File: src/hw/rtl/cps_pkg.sv
// Shared constants for the clock phase PI sync block.
// No dependencies; used by the interfaces, the top level, the checkers and the testbench.
package cps_pkg;

	localparam int REF_W   = 63;
	localparam int CYC_W   = 31;
	localparam int PHASE_W = 31;
	localparam int OFF_W   = 64;

	localparam logic [CYC_W-1:0] CYCLE_TIME_RESET = 31'd1000000;

	// Divisors of the correction term
	localparam int OFFSET_DIV   = 700;
	localparam int INTEGRAL_DIV = 20;

	localparam logic signed [OFF_W-1:0] INTEG_MAX = {1'b0, {(OFF_W-1){1'b1}}};
	localparam logic signed [OFF_W-1:0] INTEG_MIN = {1'b1, {(OFF_W-1){1'b0}}};

endpackage

File: src/hw/rtl/cps_if.sv
// Valid/ready channel interfaces for the clock phase PI sync block.
// Depends on cps_pkg for the field widths.
interface cps_samp_if import cps_pkg::*; ();
	logic             valid;
	logic             ready;
	logic [REF_W-1:0] ref_time;

	modport source (output valid, output ref_time, input ready);
	modport sink   (input valid, input ref_time, output ready);
endinterface

interface cps_res_if import cps_pkg::*; ();
	logic                      valid;
	logic                      ready;
	logic signed [OFF_W-1:0]   offset_time;
	logic signed [PHASE_W-1:0] phase_error;

	modport source (output valid, output offset_time, output phase_error, input ready);
	modport sink   (input valid, input offset_time, input phase_error, output ready);
endinterface

File: src/hw/rtl/clock_phase_pi_sync.sv
// Clock phase PI sync: phase error and correction offset from a reference time.
// Depends on cps_pkg and the channel interfaces in cps_if.sv.
//
// Usage:
//   samp carries one reference time (ns) per transaction; res returns one
//   transaction with offset_time and phase_error for each one accepted.
//   cfg_we/cfg_wdata write the cycle time; write only while the block is idle.
// Timing:
//   The remainder modulo the cycle time is formed by a restoring divider,
//   one dividend bit per cycle. State WRAP then wraps the remainder and
//   steps the integrator, LOAD takes magnitudes, then the two constant
//   divisions (by 700 and by 20) run side by side in DIV, two quotient bits
//   per cycle, the error one in the first half only; NEG negates, and DONE
//   sums into the output register once it is free. One transaction is in
//   work at a time: a new one is taken only after the last one leaves DONE.
// Reset:
//   Cycle time returns to 1000000 ns, the integrator to zero, no result pending.
// Stall:
//   A result waits in the output register until res.ready; the next sample is
//   accepted and worked on meanwhile, and holds in its final step until the
//   output register frees up.
module clock_phase_pi_sync import cps_pkg::*; (
	input  logic             clk,
	input  logic             arst_n,
	input  logic             cfg_we,
	input  logic [CYC_W-1:0] cfg_wdata,
	cps_samp_if.sink         samp,
	cps_res_if.source        res
);

	localparam logic [2:0] ST_IDLE = 3'd0;
	localparam logic [2:0] ST_MOD  = 3'd1;
	localparam logic [2:0] ST_WRAP = 3'd2;
	localparam logic [2:0] ST_LOAD = 3'd3;
	localparam logic [2:0] ST_DIV  = 3'd4;
	localparam logic [2:0] ST_NEG  = 3'd5;
	localparam logic [2:0] ST_DONE = 3'd6;

	localparam int IR_W = $clog2(INTEGRAL_DIV);
	localparam int ER_W = $clog2(OFFSET_DIV);
	localparam int EQ_W = PHASE_W + 1;

	logic [2:0]                state_q;
	logic [5:0]                cnt_q;
	logic [CYC_W-1:0]          cyc_q;
	logic signed [OFF_W-1:0]   integ_q;
	logic [REF_W-1:0]          dvd_q;
	logic [CYC_W-1:0]          rem_q;
	logic signed [PHASE_W-1:0] err_q;
	logic [OFF_W-1:0]          iq_q;
	logic [IR_W-1:0]           ir_q;
	logic                      ineg_q;
	logic [EQ_W-1:0]           eq_q;
	logic [ER_W-1:0]           er_q;
	logic                      eneg_q;
	logic                      res_valid_q;
	logic signed [OFF_W-1:0]   off_q;
	logic signed [PHASE_W-1:0] ph_q;

	// modulo step
	logic [CYC_W:0]   trial;
	logic [CYC_W:0]   trial_sub;
	logic [CYC_W-1:0] rem_n;
	// wrap
	logic signed [PHASE_W-1:0] err_n;
	// radix-4 division steps
	logic [IR_W+1:0] it;
	logic [1:0]      id;
	logic [IR_W+1:0] ir_n;
	logic [ER_W+1:0] et;
	logic [1:0]      ed;
	logic [ER_W+1:0] er_n;
	logic [EQ_W-1:0] err_ext;
	logic            out_free;

	assign trial     = {rem_q, dvd_q[REF_W-1]};
	assign trial_sub = trial - {1'b0, cyc_q};
	assign rem_n     = (trial >= {1'b0, cyc_q}) ? trial_sub[CYC_W-1:0] : trial[CYC_W-1:0];

	always_comb begin
		if (cyc_q == '0) begin
			err_n = '0;
		end else if (rem_q > (cyc_q >> 1)) begin
			err_n = rem_q - cyc_q;
		end else begin
			err_n = rem_q;
		end
	end

	always_comb begin
		it = {ir_q, iq_q[OFF_W-1 -: 2]};
		priority if (it >= (IR_W+2)'(3*INTEGRAL_DIV)) begin
			id   = 2'd3;
			ir_n = it - (IR_W+2)'(3*INTEGRAL_DIV);
		end else if (it >= (IR_W+2)'(2*INTEGRAL_DIV)) begin
			id   = 2'd2;
			ir_n = it - (IR_W+2)'(2*INTEGRAL_DIV);
		end else if (it >= (IR_W+2)'(INTEGRAL_DIV)) begin
			id   = 2'd1;
			ir_n = it - (IR_W+2)'(INTEGRAL_DIV);
		end else begin
			id   = 2'd0;
			ir_n = it;
		end
	end

	always_comb begin
		et = {er_q, eq_q[EQ_W-1 -: 2]};
		priority if (et >= (ER_W+2)'(3*OFFSET_DIV)) begin
			ed   = 2'd3;
			er_n = et - (ER_W+2)'(3*OFFSET_DIV);
		end else if (et >= (ER_W+2)'(2*OFFSET_DIV)) begin
			ed   = 2'd2;
			er_n = et - (ER_W+2)'(2*OFFSET_DIV);
		end else if (et >= (ER_W+2)'(OFFSET_DIV)) begin
			ed   = 2'd1;
			er_n = et - (ER_W+2)'(OFFSET_DIV);
		end else begin
			ed   = 2'd0;
			er_n = et;
		end
	end

	assign err_ext  = {err_q[PHASE_W-1], err_q};
	assign out_free = !res_valid_q || res.ready;

	always_ff @(posedge clk or negedge arst_n) begin
		if (!arst_n) begin
			cyc_q <= CYCLE_TIME_RESET;
		end else if (cfg_we) begin
			cyc_q <= cfg_wdata;
		end
	end

	always_ff @(posedge clk or negedge arst_n) begin
		if (!arst_n) begin
			res_valid_q <= 1'b0;
		end else if (state_q == ST_DONE && out_free) begin
			res_valid_q <= 1'b1;
		end else if (res.ready) begin
			res_valid_q <= 1'b0;
		end
	end

	always_ff @(posedge clk or negedge arst_n) begin
		if (!arst_n) begin
			state_q <= ST_IDLE;
			cnt_q   <= '0;
			integ_q <= '0;
		end else begin
			unique case (state_q)
				ST_IDLE: begin
					if (samp.valid) begin
						state_q <= ST_MOD;
						cnt_q   <= 6'(REF_W - 1);
					end
				end
				ST_MOD: begin
					cnt_q <= cnt_q - 6'd1;
					if (cnt_q == '0) begin
						state_q <= ST_WRAP;
					end
				end
				ST_WRAP: begin
					// sign integrator, holding at its limits
					if (err_n > 0 && integ_q != INTEG_MAX) begin
						integ_q <= integ_q + 64'sd1;
					end else if (err_n < 0 && integ_q != INTEG_MIN) begin
						integ_q <= integ_q - 64'sd1;
					end
					state_q <= ST_LOAD;
				end
				ST_LOAD: begin
					state_q <= ST_DIV;
					cnt_q   <= 6'(OFF_W/2 - 1);
				end
				ST_DIV: begin
					cnt_q <= cnt_q - 6'd1;
					if (cnt_q == '0) begin
						state_q <= ST_NEG;
					end
				end
				ST_NEG: begin
					state_q <= ST_DONE;
				end
				ST_DONE: begin
					if (out_free) begin
						state_q <= ST_IDLE;
					end
				end
				default: begin
					state_q <= ST_IDLE;
				end
			endcase
		end
	end

	// datapath, no reset needed
	always_ff @(posedge clk) begin
		unique case (state_q)
			ST_IDLE: begin
				dvd_q <= samp.ref_time;
				rem_q <= '0;
			end
			ST_MOD: begin
				rem_q <= rem_n;
				dvd_q <= {dvd_q[REF_W-2:0], 1'b0};
			end
			ST_WRAP: begin
				err_q <= err_n;
			end
			ST_LOAD: begin
				ineg_q <= integ_q[OFF_W-1];
				iq_q   <= integ_q[OFF_W-1] ? (64'd0 - integ_q) : integ_q;
				ir_q   <= '0;
				eneg_q <= err_q[PHASE_W-1];
				eq_q   <= err_q[PHASE_W-1] ? (EQ_W'(0) - err_ext) : err_ext;
				er_q   <= '0;
			end
			ST_DIV: begin
				iq_q <= {iq_q[OFF_W-3:0], id};
				ir_q <= ir_n[IR_W-1:0];
				// the error magnitude has half the digits; it runs the first half
				if (cnt_q >= 6'(OFF_W/4)) begin
					eq_q <= {eq_q[EQ_W-3:0], ed};
					er_q <= er_n[ER_W-1:0];
				end
			end
			ST_NEG: begin
				// turn each quotient into the negated signed term of the offset
				if (!ineg_q) begin
					iq_q <= 64'd0 - iq_q;
				end
				if (!eneg_q) begin
					eq_q <= EQ_W'(0) - eq_q;
				end
			end
			ST_DONE: begin
				if (out_free) begin
					off_q <= $signed(iq_q) + {{(OFF_W-EQ_W){eq_q[EQ_W-1]}}, eq_q};
					ph_q  <= err_q;
				end
			end
			default: begin
			end
		endcase
	end

	assign samp.ready      = (state_q == ST_IDLE);
	assign res.valid       = res_valid_q;
	assign res.offset_time = off_q;
	assign res.phase_error = ph_q;

endmodule

File: src/flat_wrapper.sv
// flat-port wrapper written by rule: the top's interface ports become plain ports
module clock_phase_pi_sync_flat import cps_pkg::*;
  (clk, arst_n, cfg_we, cfg_wdata, samp_valid, samp_ref_time, samp_ready, res_valid, res_offset_time, res_phase_error, res_ready);
  cps_samp_if samp_i ();
  cps_res_if res_i ();
  input  logic clk;
  input  logic arst_n;
  input  logic cfg_we;
  input  logic [CYC_W-1:0] cfg_wdata;
  input wire logic [$bits(samp_i.valid)-1:0] samp_valid;
  input wire logic [$bits(samp_i.ref_time)-1:0] samp_ref_time;
  output wire logic [$bits(samp_i.ready)-1:0] samp_ready;
  output wire logic [$bits(res_i.valid)-1:0] res_valid;
  output wire logic [$bits(res_i.offset_time)-1:0] res_offset_time;
  output wire logic [$bits(res_i.phase_error)-1:0] res_phase_error;
  input wire logic [$bits(res_i.ready)-1:0] res_ready;
  assign samp_i.valid = samp_valid;
  assign samp_i.ref_time = samp_ref_time;
  assign samp_ready = samp_i.ready;
  assign res_valid = res_i.valid;
  assign res_offset_time = res_i.offset_time;
  assign res_phase_error = res_i.phase_error;
  assign res_i.ready = res_ready;
  clock_phase_pi_sync u_core (.clk(clk), .arst_n(arst_n), .cfg_we(cfg_we), .cfg_wdata(cfg_wdata), .samp(samp_i), .res(res_i));
endmodule
File: config.mk
export PLATFORM = sky130hd
export DESIGN_NAME = clock_phase_pi_sync_flat
export DESIGN_NICKNAME = d
export VERILOG_FILES = /design/src/hw/rtl/cps_pkg.sv /design/src/hw/rtl/cps_if.sv /design/src/hw/rtl/clock_phase_pi_sync.sv /design/src/flat_wrapper.sv
export SDC_FILE = /design/constraint.sdc
export NUM_CORES = 1
export LEC_CHECK = 0
export BUFFER_PORTS_ARGS = -buffer_cell sky130_fd_sc_hd__buf_2
export CORE_MARGIN = 2
export CORE_UTILIZATION = 35
export CTS_CLUSTER_SIZE = 28
export DETAILED_ROUTE_END_ITERATION = 10
export GPL_TIMING_DRIVEN = 0
export PLACE_DENSITY = 0.53
export SLEW_MARGIN = 5
export SYNTH_ARGS = -nofsm -noshare
export SYNTH_HDL_FRONTEND = slang
export SYNTH_SLANG_ARGS = --single-unit
File: constraint.sdc
create_clock -name clk -period 13.05 [get_ports clk]
set_clock_uncertainty 0.15 [all_clocks]
set_input_delay 0.6525 -clock clk [delete_from_list [all_inputs] [get_ports clk]]
set_output_delay 0.6525 -clock clk [all_outputs]
set_load 0.005 [all_outputs]
* Word level (Yosys, flattened, before mapping) *
Index checks and enable logic that the tools add are counted.

storage, ports and cells
  bits in registers = 438
  bits of input ports = 99
  logic and storage cells = 118

operators by class
  $add $sub $neg = 16
  magnitude comparators = 11
  equal/unequal tests = 15
  mux-type cells = 38
  reductions and logical operators = 22

operators with widths
  cell                                                                               count
  64-bit 2-to-1 mux                                                                  4
  64-bit one-hot mux with 3 select lines                                             1
  64-bit != test (second input constant)                                             2
  1-bit by 64-bit subtractor with 64-bit output (first input constant)               2
  63-bit one-hot mux with 2 select lines                                             1
  32-bit 2-to-1 mux                                                                  3
  32-bit one-hot mux with 3 select lines                                             1
  31-bit 2-to-1 mux                                                                  3
  64-bit by 2-bit adder with 64-bit output (second input constant)                   1
  64-bit adder                                                                       1
  64-bit by 2-bit subtractor with 64-bit output (second input constant)              1
  31-bit one-hot mux with 2 select lines                                             1
  31-bit subtractor                                                                  2
  10-bit 2-to-1 mux                                                                  4
  32-bit by 31-bit >= comparator with 1-bit output                                   1
  1-bit by 31-bit subtractor with 32-bit output (first input constant)               1
  1-bit by 32-bit subtractor with 32-bit output (first input constant)               1
  31-bit by 1-bit greater-than comparator with 1-bit output (second input constant)  1
  31-bit by 30-bit greater-than comparator with 1-bit output                         1
  31-bit logical NOT                                                                 1
  31-bit by 1-bit < comparator with 1-bit output (second input constant)             1
  3-bit one-hot mux with 7 select lines                                              1
  10-bit one-hot mux with 2 select lines                                             1
  6-bit one-hot mux with 3 select lines                                              1
  34 further kinds                                                                   65

* Logic depth before layout (Yosys ltp) *
  word-level depth = 7
  mapped depth = 29

* Worst setup path after synthesis *
Ideal clock, no wire load.

  path kind = flip-flop to flip-flop
  start point = register u_core.rem_q[0]
  end point = register u_core.integ_q[58]
  library setup time = 128 ps
  arrival time = 7466 ps
  path slack = 5306 ps
  cell stages (with the launch flop) = 28
  buffers on the path = 0
  cells stage by stage = edfxtp_1 inv_1 ha_1 inv_1 fa_1 a21o_1 a221oi_1 xnor2_1 or3_1 nor4_1 a211oi_1 or4_1 nor4_1 a41oi_1 inv_1 ha_1 nor2b_1 o31a_1 o211ai_1 o211ai_1 nor3_1 o21ai_0 a211oi_1 o21ai_0 a21oi_1 nor2_1 o31a_1 mux2_1

on the way
  word-level cells in the longest chain between the ends = 7

RTL lines
  item                                                                                                                                line                                                    source
  from (decl)                                                                                                                         clock_phase_pi_sync.sv:48                               logic [CYC_W-1:0] rem_q;
  from (signal assigned)                                                                                                              clock_phase_pi_sync.sv:206                              rem_q <= rem_n;
  31-bit subtractor / 31-bit by 30-bit greater-than comparator with 1-bit output (equally long branches)                              clock_phase_pi_sync.sv:84, clock_phase_pi_sync.sv:83
  31-bit 2-to-1 mux *                                                                                                                 clock_phase_pi_sync.sv:83                               end else if (rem_q > (cyc_q >> 1)) begin
  31-bit 2-to-1 mux *                                                                                                                 clock_phase_pi_sync.sv:81                               if (cyc_q == '0) begin
  31-bit by 1-bit < comparator with 1-bit output / 31-bit by 1-bit greater-than comparator with 1-bit output (equally long branches)  clock_phase_pi_sync.sv:168, clock_phase_pi_sync.sv:166
  1-bit logical AND (on tied branches)                                                                                                clock_phase_pi_sync.sv:168, clock_phase_pi_sync.sv:166
  2-bit nonzero test (no line)                                                                                                        -
  2-bit AND reduction (no line)                                                                                                       -
  to (signal assigned)                                                                                                                clock_phase_pi_sync.sv:167                              integ_q <= integ_q + 64'sd1;
  to (signal assigned)                                                                                                                clock_phase_pi_sync.sv:169                              integ_q <= integ_q - 64'sd1;
  to (decl)                                                                                                                           clock_phase_pi_sync.sv:46                               logic signed [OFF_W-1:0] integ_q;

Every way passes the cells marked *; elsewhere a longest branch is shown, timed or not.
A chain may end at the register's enable or synchronous reset.

* Final worst setup path *
  start point = register u_core.rem_q[0]
  end point = register u_core.integ_q[43]

Same word-level chain as after synthesis.

==> summary by stage <==
Clock tree
The clock root buffer master is sky130_fd_sc_hd__clkbuf_16. CTS built an H-tree with a depth of 2. The number of clock sinks seen by CTS is 438. At the later pin of the worst-skew pair, clock insertion delay measures 670 ps. After clock tree synthesis, the clock-pin slew on the worst setup and hold paths is 60 ps. Once the clock tree was built, the resizer swapped 0 gates to a different size. The CTS tree is yes.

The number of setup buffers added after CTS is 0. The number of buffers created by CTS is 54. The maximum clock insertion buffer count is 3.

The hold buffer count at CTS is 1.

Routing
The first detailed-routing pass took 8 iterations. Summed over all nets, wire length on met2 after detailed routing comes to 44700 um. The total length of routed wires is 101000 um. The uppermost metal layer occupied by signal nets is met5. The number of nets with antenna violations after detailed routing is 0. The routed design uses 6070 um of met3 wire. In the final routing, the length of wire on met1 measures 47500 um. The average wire length per cell after detail routing is 20.3 um. For this run, design rule violations remaining after detail routing come to 0. For this block, the initial DRC count from the detailed router was 2286. In the routed layout, each cell is associated on average with a via count of 5.55. The total via count in the routed design is 27600.

Floorplanning
The initial utilization of the core area, before any placement, comes to 35.4%. The area inside the core boundary is 90400 sq um. In this run the horizontal extent of the chip is 307 um.

196 I/O pins were placed. The floorplan step defined a die boundary enclosing 94000 sq um. The floorplan die height is 307 um. The number of cell rows is 110.

Global route
Entering global routing, the biggest net connects 79 pins. The overall routing resource usage is 21.2%. The number of global-route vias before repair is 26000.

The number of antenna violations at the first check in global routing is 4. The first-pass GRT wire length is 157000 um. For this run the aggregate overflow at the end of global routing stands at 0.

Finish
The count of filler cells inserted in the layout is 9138. The most frequent standard cell in the layout excluding fill and tap cells is sky130_fd_sc_hd__nand2_1. The top cell types in the final layout, fill and taps aside, are sky130_fd_sc_hd__nand2_1 (452), sky130_fd_sc_hd__edfxtp_1 (333), sky130_fd_sc_hd__nor2_1 (261). The fraction of final layout cells sized beyond drive strength 1 is 9.96%. The area growth from synthesis to layout is 14.4%. The area of all placed cells without fillers is 36700 sq um. The filler-free cell count of the finished design is 4981. For this run, the post-layout net count is 4067.

Synth
The synthesized netlist devotes 17.7% of its cell area to simple gates. Synthesis produced a netlist whose cell count is 3496. The fraction of synthesized cell area in xor and xnor cells is 8.66%.

The synthesized netlist net count is 3805. The proportion of synthesized chip area in sequential cells is 39.4%. In this run, synthesis inferred 333 flip-flops with an integrated enable. The warning count from the yosys run is 0. The number of distinct library cells after synthesis is 76. The arithmetic-cell share of the synthesized area counting full adders, half adders and majority gates is 8.29%.

Counting flops with an async set or reset pin after synthesis yields a share of 24.0%. After synthesis, the largest family of logic cells by area is compound AO/OA/AOI/OAI gates. Summing every instance area after synthesis gives 32000 sq um.

Summing the areas of all compound-gate instances in the mapped netlist gives 20.0% of the synthesized area. The post-synthesis average cell area is 9.17 sq um. The share of synthesized area spent on multiplexers is 2.93%. The number of synthesized register bits is 438. The most used flip-flop cell after synthesis is sky130_fd_sc_hd__edfxtp_1.

Job
The max-capacitance violation count is 0.

Critical path
STA classifies the critical path startpoint as a flip-flop. For the worst flop-to-flop path, the logic depth is 27. The worst setup path is captured at a flip-flop. The peak fanout along the critical path is 37.

The worst-case register-to-register setup slack is 3630 ps. By startpoint and endpoint, the worst setup path is classified as flip-flop to flip-flop. The worst endpoint data arrival time is 9800 ps. Data on the critical path is required at its endpoint by 13430 ps.

STA
Setup violations remaining at the end of the flow were counted as 0. After layout, the minimum clock period comes to 9420 ps. The post-route setup TNS is 0 ps. The post-layout worst setup margin is 3630 ps. The number of endpoints with negative hold slack in the final report is 0. The part of the cycle the worst path needs is 72.2%. The remaining max-slew budget at the tightest pin is 24.5%. The final max-slew violation count is 0. The transition at the pin with the smallest max-transition slack is 1120 ps. Setup repair after global routing left no endpoint under its margin. Static timing analysis puts the maximum clock frequency at 0.106 GHz.

Power
VDD sags by at most 0.137 mV. The standby leakage power is 14.8 nW. The total power per unit cell area is 318 nW/um^2.

Min path
The min-delay analysis places its worst path in the category input pin to flip-flop. Counting instances, the worst hold path has a depth of 3.

Placed design
The placement-stage worst setup slack is 3650 ps. Input and output buffers added on the ports amount to 194. The weighted congestion at the end of routability-driven global placement is 0.942.

In this run the cell area measured after placement is 34800 sq um. The estimated wirelength of the detail-placed design is 78400 um. The post-placement cell count is 4877.

Outcome
The flow ran to the end, and the final reports show no timing, DRC or antenna violations.
-- layout make-up --
| cell class | instances | area, sq um | area share [%] |
|---|---|---|---|
| flip-flops and latches | 438 | 12600 | 34.5 |
| repair buffers | 206 | 1230 | 3.36 |
| clock buffers | 73 | 1510 | 4.11 |
| inverters | 107 | 402 | 1.10 |
| multi-input cells | 2815 | 18500 | 50.4 |
| diodes | 1 | 2.50 | 0.00683 |
| clock inverters | 29 | 363 | 0.990 |
| plain buffers | 136 | 556 | 1.52 |
| well taps | 1176 | 1470 | 4.01 |
-- routing by layer --
layer | vias to the layer above | track usage [%]
met5 | - | 0
met4 | 4 | 6.24
met3 | 140 | 2.79
met2 | 843 | 33.4
met1 | 13000 | 30.2
li1 | 13600 | -
-- logic make-up after synthesis --
group / Yosys count
and+or+nand+nor: 1202
AOI/OAI and AO/OA: 1000
DFF: 438
xor gates and xnor gates: 317
buffers and inverters: 243
adders and majority gates: 210
muxes: 86
-- worst max-delay path, stage by stage, from the launching register on --
cell and delay [ps]:
sky130_fd_sc_hd__edfxtp_1 530, sky130_fd_sc_hd__inv_1 290, sky130_fd_sc_hd__ha_1 240, sky130_fd_sc_hd__inv_1 60, sky130_fd_sc_hd__fa_1 390, sky130_fd_sc_hd__a21o_1 230, sky130_fd_sc_hd__a221oi_1 430, sky130_fd_sc_hd__xnor2_1 170
sky130_fd_sc_hd__or3_1 410, sky130_fd_sc_hd__nor4_1 360, sky130_fd_sc_hd__a211oi_1 130, sky130_fd_sc_hd__or4_1 540, sky130_fd_sc_hd__nor4_1 330, sky130_fd_sc_hd__a41oi_1 490, sky130_fd_sc_hd__inv_2 810, sky130_fd_sc_hd__ha_1 380
sky130_fd_sc_hd__o21ai_0 150, sky130_fd_sc_hd__o21ai_0 300, sky130_fd_sc_hd__nand4_1 200, sky130_fd_sc_hd__a2111oi_0 850, sky130_fd_sc_hd__o21ai_0 280, sky130_fd_sc_hd__a21oi_1 370, sky130_fd_sc_hd__a31oi_1 180, sky130_fd_sc_hd__o21ai_0 190
sky130_fd_sc_hd__a21oi_1 140, sky130_fd_sc_hd__o21ai_0 270, sky130_fd_sc_hd__xor2_1 100, sky130_fd_sc_hd__mux2_1 290
-- path summary, 6_finish.rpt --
path / start / to
max: u_core.rem_q[0] / u_core.integ_q[43]
min: cfg_wdata[2] / u_core.cyc_q[2]
max reg2reg: u_core.rem_q[0] / u_core.integ_q[43]
min reg2reg: u_core.dvd_q[39] / u_core.dvd_q[40]
max in group asynchronous: arst_n / u_core.integ_q[42]
min in group asynchronous: arst_n / u_core.cyc_q[5]
-- cells in the mapped netlist (8+ instances only) --
cell / count / area [sq um]
sky130_fd_sc_hd__xor2_1: 164 / 1440
sky130_fd_sc_hd__o21a_1: 32 / 240
sky130_fd_sc_hd__o21bai_1: 30 / 225
sky130_fd_sc_hd__nor2_1: 263 / 987
sky130_fd_sc_hd__nor2b_1: 31 / 194
sky130_fd_sc_hd__a221oi_1: 12 / 105
sky130_fd_sc_hd__o221ai_1: 29 / 254
sky130_fd_sc_hd__a31o_2: 9 / 78.8
sky130_fd_sc_hd__mux2_2: 33 / 372
sky130_fd_sc_hd__clkbuf_1: 116 / 435
sky130_fd_sc_hd__edfxtp_1: 333 / 10000
sky130_fd_sc_hd__o22ai_1: 12 / 75.1
sky130_fd_sc_hd__xnor2_1: 153 / 1340
sky130_fd_sc_hd__nand3_1: 81 / 405
sky130_fd_sc_hd__and2_1: 17 / 106
sky130_fd_sc_hd__nand4_1: 52 / 325
sky130_fd_sc_hd__nand2b_1: 32 / 200
sky130_fd_sc_hd__or3_1: 38 / 238
sky130_fd_sc_hd__dfrtp_1: 98 / 2450
sky130_fd_sc_hd__o211ai_1: 28 / 210
sky130_fd_sc_hd__inv_1: 107 / 402
sky130_fd_sc_hd__mux2i_1: 24 / 240
sky130_fd_sc_hd__a21oi_1: 250 / 1250
sky130_fd_sc_hd__nor3_1: 82 / 410
sky130_fd_sc_hd__o41ai_1: 26 / 228
sky130_fd_sc_hd__o311ai_0: 8 / 70.1
sky130_fd_sc_hd__buf_1: 14 / 52.6
sky130_fd_sc_hd__and4_1: 9 / 78.8
sky130_fd_sc_hd__a21o_1: 89 / 668
sky130_fd_sc_hd__a21boi_0: 14 / 105
sky130_fd_sc_hd__a211oi_1: 29 / 218
sky130_fd_sc_hd__or4_1: 24 / 180
sky130_fd_sc_hd__nand2_1: 453 / 1700
sky130_fd_sc_hd__mux2_1: 29 / 327
sky130_fd_sc_hd__o21ai_0: 253 / 1270
sky130_fd_sc_hd__ha_1: 206 / 2580
sky130_fd_sc_hd__o31ai_1: 33 / 248
sky130_fd_sc_hd__a31oi_1: 33 / 206
sky130_fd_sc_hd__and3_1: 24 / 150
sky130_fd_sc_hd__nand3b_1: 11 / 82.6
sky130_fd_sc_hd__or2_2: 16 / 100
sky130_fd_sc_hd__nor4_1: 42 / 263
sky130_fd_sc_hd__a22oi_1: 40 / 300
-- per-stage QoR --
step	power (W)	hold slack [ps]	utilization, %
floorplan	0.00803	207	-
global placement	0.00993	342	38.1
detailed placement	0.00999	344	38.5
CTS	0.0117	22.4	40.5
global route	0.0126	50.2	40.5
finish	0.0117	58.2	40.5
-- registers in the layout, summed over array words and instances, names as in the netlist, 10 cells and up --
signal                  cells
u_core.res.offset_time     64
u_core.integ_q             64
u_core.eq_q                32
u_core.er_q                10
u_core.res.phase_error     31
u_core.rem_q               31
u_core.cyc_q               31
u_core.iq_q                64
u_core.dvd_q               63
u_core.err_q               31
-- report_power, final --
part | internal [W] | total [W] | switching (W) | leakage [nW]
clock network | 0.000951 | 0.00161 | 0.000660 | 0.899
registers | 0.00240 | 0.00314 | 0.000744 | 4.45
logic | 0.00274 | 0.00692 | 0.00418 | 9.43
total | 0.00609 | 0.0117 | 0.00558 | 14.8
Note: power is estimated with default switching activity, not from simulation.
